--- src/hw/rtl/sppf_pkg.sv ---
package sppf_pkg;

	localparam int POS_W    = 20;
	localparam int MAG_W    = POS_W;
	localparam int MASS_W   = 16;
	localparam int DENS_W   = 32;
	localparam int PR_W     = 32;
	localparam int PS_W     = PR_W + 1;
	localparam int MP_W     = MASS_W + PS_W;
	localparam int H_W      = 19;
	localparam int HSQ_W    = 2 * H_W;
	localparam int D2_W     = 2 * MAG_W + 1;
	localparam int F_W      = 48;

	// Q0.32 fractions with one bit of headroom for the value 1.0
	localparam int FR_W     = 33;
	localparam int FR_FRAC  = 32;

	localparam int SQ_IN_W  = 56;
	localparam int SQ_OUT_W = SQ_IN_W / 2;
	localparam int SQ_REM_W = SQ_OUT_W + 2;
	localparam int SQ_LAT   = SQ_OUT_W;
	localparam int RAD_SH   = 16;

	localparam int DIV_N_W  = 64;
	localparam int DIV_D_W  = 32;
	localparam int DIV_LAT  = DIV_N_W;

	localparam int R_SH     = 24;
	localparam int C_SH     = 40;
	localparam int G_SH     = 20;
	localparam int SC_SH    = 16;
	localparam int G_W      = 55;
	localparam int GX5_W    = FR_W + 2;

	localparam int PP_W     = 32;
	localparam int PROD_W   = DIV_N_W + G_W + 1;
	localparam int F_SH     = 50;
	localparam int FMAG_W   = PROD_W - F_SH;

	localparam int M_LAT    = 5;
	localparam int FM_LAT   = 4;
	localparam int CTL_LAT  = SQ_LAT + DIV_LAT + M_LAT + DIV_LAT + FM_LAT;
	localparam int SC_DLY   = SQ_LAT + M_LAT + DIV_LAT;
	localparam int MUL_TAP  = CTL_LAT - FM_LAT - 1;

	localparam logic [H_W-1:0]   CUTOFF_RST = H_W'(12800);
	localparam logic [HSQ_W-1:0] HSQ_RST    = HSQ_W'(CUTOFF_RST) * HSQ_W'(CUTOFF_RST);
	localparam logic [FR_W-1:0]  FR_ONE     = FR_W'(1) << FR_FRAC;

	typedef struct packed {
		logic v;
		logic negx;
		logic negy;
		logic psneg;
		logic kill;
		logic zden;
	} ctl_t;

	typedef struct packed {
		logic [SQ_REM_W-1:0] rem;
		logic [SQ_OUT_W-1:0] root;
	} sq_st_t;

	typedef struct packed {
		logic [DIV_N_W-1:0] nq;
		logic [DIV_D_W-1:0] rem;
	} div_st_t;

	function automatic sq_st_t sq_step(sq_st_t st, logic [1:0] b);
		logic [SQ_REM_W+1:0] r4;
		logic [SQ_REM_W+1:0] t;
		sq_st_t o;
		r4 = {st.rem, b};
		t  = (SQ_REM_W + 2)'({st.root, 2'b01});
		if (r4 >= t) begin
			o.rem  = SQ_REM_W'(r4 - t);
			o.root = {st.root[SQ_OUT_W-2:0], 1'b1};
		end else begin
			o.rem  = r4[SQ_REM_W-1:0];
			o.root = {st.root[SQ_OUT_W-2:0], 1'b0};
		end
		return o;
	endfunction

	function automatic div_st_t div_step(div_st_t st, logic [DIV_D_W-1:0] den);
		logic [DIV_D_W:0] t;
		div_st_t o;
		t = {st.rem, st.nq[DIV_N_W-1]};
		if (t >= {1'b0, den}) begin
			o.rem = DIV_D_W'(t - {1'b0, den});
			o.nq  = {st.nq[DIV_N_W-2:0], 1'b1};
		end else begin
			o.rem = t[DIV_D_W-1:0];
			o.nq  = {st.nq[DIV_N_W-2:0], 1'b0};
		end
		return o;
	endfunction

	function automatic logic [FR_W-1:0] fr_mul(logic [FR_W-1:0] a, logic [FR_W-1:0] b);
		logic [2*FR_W-1:0] p;
		p = (2 * FR_W)'(a) * (2 * FR_W)'(b);
		return p[FR_W+FR_FRAC-1:FR_FRAC];
	endfunction

endpackage

--- src/hw/rtl/sppf_sqrt_pipe.sv ---
module sppf_sqrt_pipe (
	input  logic                            clk,
	input  logic                            en,
	input  logic [sppf_pkg::SQ_IN_W-1:0]    rad,
	output logic [sppf_pkg::SQ_OUT_W-1:0]   root
);

	sppf_pkg::sq_st_t                    st_s  [sppf_pkg::SQ_LAT];
	sppf_pkg::sq_st_t                    st_d  [sppf_pkg::SQ_LAT];
	logic [sppf_pkg::SQ_IN_W-1:0]        rad_s [sppf_pkg::SQ_LAT];
	logic [sppf_pkg::SQ_IN_W-1:0]        rad_d [sppf_pkg::SQ_LAT];

	// one root bit per stage, radicand consumed two bits at a time
	always_comb begin
		for (int k = 0; k < sppf_pkg::SQ_LAT; k++) begin
			if (k == 0) begin
				st_d[k]  = sppf_pkg::sq_step('0, rad[sppf_pkg::SQ_IN_W-1 -: 2]);
				rad_d[k] = rad << 2;
			end else begin
				st_d[k]  = sppf_pkg::sq_step(st_s[k-1], rad_s[k-1][sppf_pkg::SQ_IN_W-1 -: 2]);
				rad_d[k] = rad_s[k-1] << 2;
			end
		end
	end

	always_ff @(posedge clk) begin
		if (en) begin
			for (int k = 0; k < sppf_pkg::SQ_LAT; k++) begin
				st_s[k]  <= st_d[k];
				rad_s[k] <= rad_d[k];
			end
		end
	end

	assign root = st_s[sppf_pkg::SQ_LAT-1].root;

endmodule

--- config.mk ---
export PLATFORM = sky130hd
export DESIGN_NAME = sppf_sqrt_pipe
export DESIGN_NICKNAME = d
export VERILOG_FILES = /design/src/hw/rtl/sppf_pkg.sv /design/src/hw/rtl/sppf_sqrt_pipe.sv
export SDC_FILE = /design/constraint.sdc
export NUM_CORES = 2
export LEC_CHECK = 0
export BUFFER_PORTS_ARGS = -buffer_cell sky130_fd_sc_hd__buf_4
export CORE_AREA = 2 2 535 537
export DETAILED_ROUTE_END_ITERATION = 8
export DIE_AREA = 0 0 537 539
export PLACE_DENSITY = 0.44
export SYNTH_ARGS = -nofsm -noshare
export SYNTH_HDL_FRONTEND = slang
export SYNTH_SLANG_ARGS = --single-unit
--- constraint.sdc ---
create_clock -name clk -period 3.5 [get_ports clk]
set_input_delay 0.35 -clock clk [delete_from_list [all_inputs] [get_ports clk]]
set_output_delay 0.35 -clock clk [all_outputs]
set_load 0.02 [all_outputs]
## Word-level counts from Yosys, hierarchy flattened

Memory sizes are Yosys's and may differ from the RTL's.
Index checks and enable logic that the tools add are counted.

- Muxes and demuxes: 30
- Bitwise gates (word level): 0
- Reduce and logical (&&, ||, !) cells: 0
- Add/sub/neg operators: 28
- Shift operators: 0
- $lt $le $gt $ge: 28
- $mul: 0
- Div/mod/pow operators: 0
- Equal/unequal tests: 0

Operators by type and width:

| cell | count |
|---|---|
| 58-bit 2-to-1 mux | 28 |
| 32-bit by 30-bit greater-or-equal comparator with 1-bit output | 27 |
| 30-bit subtractor | 27 |
| 2-bit by 1-bit subtractor with 3-bit output (second input constant) | 1 |
| 2-bit by 1-bit greater-or-equal comparator with 1-bit output (second input constant) | 1 |
| 1-bit 2-to-1 mux | 2 |

- Latch bits: 0
- Memory bits (read-only): 0
- Bits in writable memories: 3136
- Output and inout port bits: 28
- Bits in registers: 0
- Memories: 2

Memory list:

| name | depth | width | read ports | clocked after Yosys merged registers in | wr ports | line | RTL |
|---|---|---|---|---|---|---|---|
| st_s | 28 | 58 | 28 | 0 | 28 | sppf_sqrt_pipe.sv:8 | `sppf_pkg::sq_st_t st_s [sppf_pkg::SQ_LAT];` |
| rad_s | 28 | 54 | 27 | 0 | 28 | sppf_sqrt_pipe.sv:10 | `logic [sppf_pkg::SQ_IN_W-1:0] rad_s [sppf_pkg::SQ_LAT];` |

## Longest topological paths before layout

An unclocked memory read counts as a cell.

- Depth after elaboration: 3
- Depth in mapped cells: 14

## Worst setup path before layout

Ideal clock, no wire load.

- Path kind: reg2reg
- Start point: memory st_s[0][263] (netlist bit)
- End point: memory st_s[0][345] (netlist bit), data pin
- Arrival: 2.907 ns
- Path slack: 0.335 ns
- Period minus slack after synthesis: 3.165 ns
- Stages on the path, launching flop included: 11
- Setup time: 0.258 ns
- Path buffers: 1
- Required time: 3.242 ns
- Cells stage by stage: edfxtp_1 > ha_1 > and4b_1 > inv_1 > o211ai_1 > nand2b_1 > clkbuf_1 > nand4_1 > nor3_1 > or3b_2 > xnor2_1

RTL lines:

| item | line |
|---|---|
| start, declared | sppf_sqrt_pipe.sv:8 |

==> results_dict.tcl <==
set metrics [dict create \
    outcome "completed" \
    vias_per_cell 4.74 \
    synth_area_leaders "edfxtp_1 64%, ha_1 6.0%, xnor2_1 3.4%, xor2_1 2.8%, a21oi_1 2.4%" \
    grt_pass1_wl_um 311000 \
    yosysTopAreaCell "edfxtp_1" \
    async_flop_share_pct 0 \
    first_iter_violations 3369 \
    regArea_mm2 0.0580 \
    critical_path_class "flip-flop to flip-flop" \
    ys_seq_area_share_pct 64.2 \
    cts_tree "yes" \
    switching_power_mw 18.6 \
    tns_ps 0 \
    nets 7908 \
    clk_path_buf_depth 4 \
    final_cell_mix "1930 x edfxtp_1, 567 x inv_1, 490 x nand2_1, 435 x ha_1, 432 x a21oi_1" \
    crit_path_end_kind "flip-flop" \
    insertedDiodeCount 0 \
    min_period_ps 3400 \
    switching_share_pct 27.8 \
    rrSetupSlack_ps 100 \
    die_x_um 537 \
    fillCellCount 27401 \
    die_y_um 539 \
    io_buffers 85 \
    ys.flop_type "edfxtp_1" \
    final.setup_skew_ps 94.3 \
    synth_seq_cells 1930 \
    p_clk_share_pct 35.1 \
    clock-sinks 1930 \
    p_leak_nw 39.9 \
    crit_slowest_cell "or4_4" \
    hold_path.class "input port to flip-flop" \
    numCtsBuffers 227 \
    yosysTopAreaCellShare_pct 64.2 \
    wl_per_cell_um 17.5 \
    rows 196 \
    reg2reg_from "st_s[0][800]" \
    setup_violations 0 \
    arrival_ps 3980 \
    maxCapViolCount 0 \
    peakVddDrop_mv 0.387 \
    critPathRequiredTime_ps 4090 \
    gp_congestion 0.814 \
    max_freq_ghz 0.294 \
    die-area_mm2 0.289 \
    fin_crit_sh_pct 97.0 \
    dpl.hpwl_um 144000 \
    synth_edf_count 1930 \
    synthCells 7005 \
    slew-limit-headroom_pct 45.1 \
    grt_pass1_vias 54568 \
    slowest_delay_ps 570 \
    slew_viol_final 0 \
    final_common_cell "edfxtp_1" \
    synth.distinct_cells 91 \
    vias 53876 \
    ios 86 \
    wl_um 199000 \
    crit_end "st_s[0][867]" \
    clock_latency_ps 900 \
    path_cells "or4_4, or4_4, or3_1, a211o_1, a311oi_4, inv_2, nand3_1, nor3_1, xor2_1" \
    htreeDepth 4 \
    clk_pin_slew_ps 60 \
    cts_root_buf "clkbuf_16" \
    multi_input_area_mm2 0.0296 \
    tightestPinTransition_ps 815 \
    p_comb_share_pct 18.6 \
    rr_worst_depth 9 \
    grt_max_degree 122 \
    drc 0 \
    rr_endpoint "st_s[0][867]" \
    synth_nets 7499 \
    startpoint "st_s[0][800]" \
    finalHoldViolCount 0 \
    dpl-instance-area_mm2 0.0968 \
    drive_above_1_share_pct 10.0 \
    design_area_mm2 0.105 \
    worstSetupStartpointType "flip-flop" \
    area_growth_pct 16.2 \
    p_int_mw 48.2 \
    overflow 0 \
    antenna_found_initial 1 \
    grt_usage_pct 13.5 \
    synth_warnings 0 \
    ant_nets 0 \
    syn-cell-area_mm2 0.0903 \
    avgSynthCellArea_um2 12.9 \
    seq_power_share_pct 46.3 \
    start_util_pct 31.8 \
    grt_setup_unrepaired "false" \
    dr.pass1.iters 6 \
    path_common_cell "or4_4" \
    worstPathMaxFanout 5 \
    p_per_area_mw_per_mm2 637 \
    core_mm2 0.284 \
]
==> final cells by class <==
class / count / area share [%]
sequential: 1930 / 55.2
timing repair buffer: 348 / 2.98
inverter: 571 / 2.05
multi-input combinational: 4336 / 28.2
tap: 3762 / 4.49
clock buffer: 264 / 5.59
clock inverter: 151 / 1.46
==> registers in the layout (all words and copies together) (netlist names) <==
register,cells
rad_s,756
st_s,1174
==> critical path, delay by kind of cell (launching register included) <==
family,cells,cell delay [ps]
AOI/OAI and AO/OA,2,600
xor gates and xnor gates,1,140
and+or+nand+nor,5,1750
DFF,1,430
buffers and inverters,1,150
==> routing by layer <==
metal	vias to the layer above	wire length (µm)	GRT usage, %
li1	26708	-	-
met1	26015	87400	17.0
met2	778	98600	23.5
met3	375	6560	2.10
met4	0	6250	4.30
met5	-	0	0
==> synth_stat cells (all sizes together), types with 23 or more instances <==
cell type and instances:
edfxtp 1930, nand3 114, clkbuf 117, nor2 397, o31ai 47, a21oi 435
and3 32, nor4 93, o21ai 362, xor2 288, o21a 70, nand3b 23
nor2b 66, nand4 70, buf 51, ha 436, nor3 183, or4 33
xnor2 348, or2 33, inv 569, o21bai 40, nand2b 91, or3 77
a21o 197, a211oi 26, a31oi 37, o211ai 29, mux2 52, nand2 490
==> repair_timing <==
action / CTS / global route
endpoints found under the setup margin: 0 / 107
setup buffers: 0 / 3
hold buffers: 58 / 0
resized for setup: 0 / 35
hold endpoints to repair: 114 / 0
==> logic make-up (layout without fill, tap and decap cells) <==
family                     after synthesis  in the layout  synth area share (%)
AOI/OAI and AO/OA                     1400           1400                  9.64
muxes                                   62             62                 0.760
other                                    1              1               0.00415
buffers and inverters                  739           1334                  3.22
adders and majority gates              436            436                  6.04
DFF                                   1930           1930                  64.2
xor gates and xnor gates               636            636                  6.17
and+or+nand+nor                       1801           1801                  9.96
==> through the flow <==
stage | std cells | worst slack, ps | hold WS [ps] | total power [mW] | utilization [%]
final | 11362 | 104 | 173 | 66.8 | 36.9
after global routing | 11362 | 3.36 | 106 | 70.4 | 36.9
after CTS | 11359 | 10.3 | 77.6 | 67.9 | 36.9
after detailed placement | 10886 | 67.9 | 405 | 43.8 | 34.1
after global placement | 10886 | 23.9 | 400 | 43.8 | 34.1
after floorplan | 7005 | 335 | 400 | 39.3 | -
==> power groups by stage <==
stage | sequential (mW) | combinational, mW | clock [mW]
2_1_floorplan | 30.5 | 8.85 | 0
5_1_grt | 31.2 | 13.9 | 25.3
6_report | 30.9 | 12.4 | 23.4
3_3_place_gp | 31.4 | 12.3 | 0
4_1_cts | 31.0 | 12.5 | 24.5
3_5_place_dp | 31.5 | 12.3 | 0
==> worst min path at each step <==
stage / depth (start not counted) / startpoint / to / slack [ps]
global route: 2 / rad[37] / rad_s[0][37] / 110
detailed placement: 0 / rad_s[0][113] / rad_s[0][169] / 400
CTS: 2 / rad[37] / rad_s[0][37] / 80
finish: 2 / rad[45] / rad_s[0][45] / 170
global placement: 0 / rad_s[0][419] / rad_s[0][475] / 400
floorplan: 0 / rad_s[0][44] / rad_s[0][100] / 400
Power figures use the tool's default switching activity.
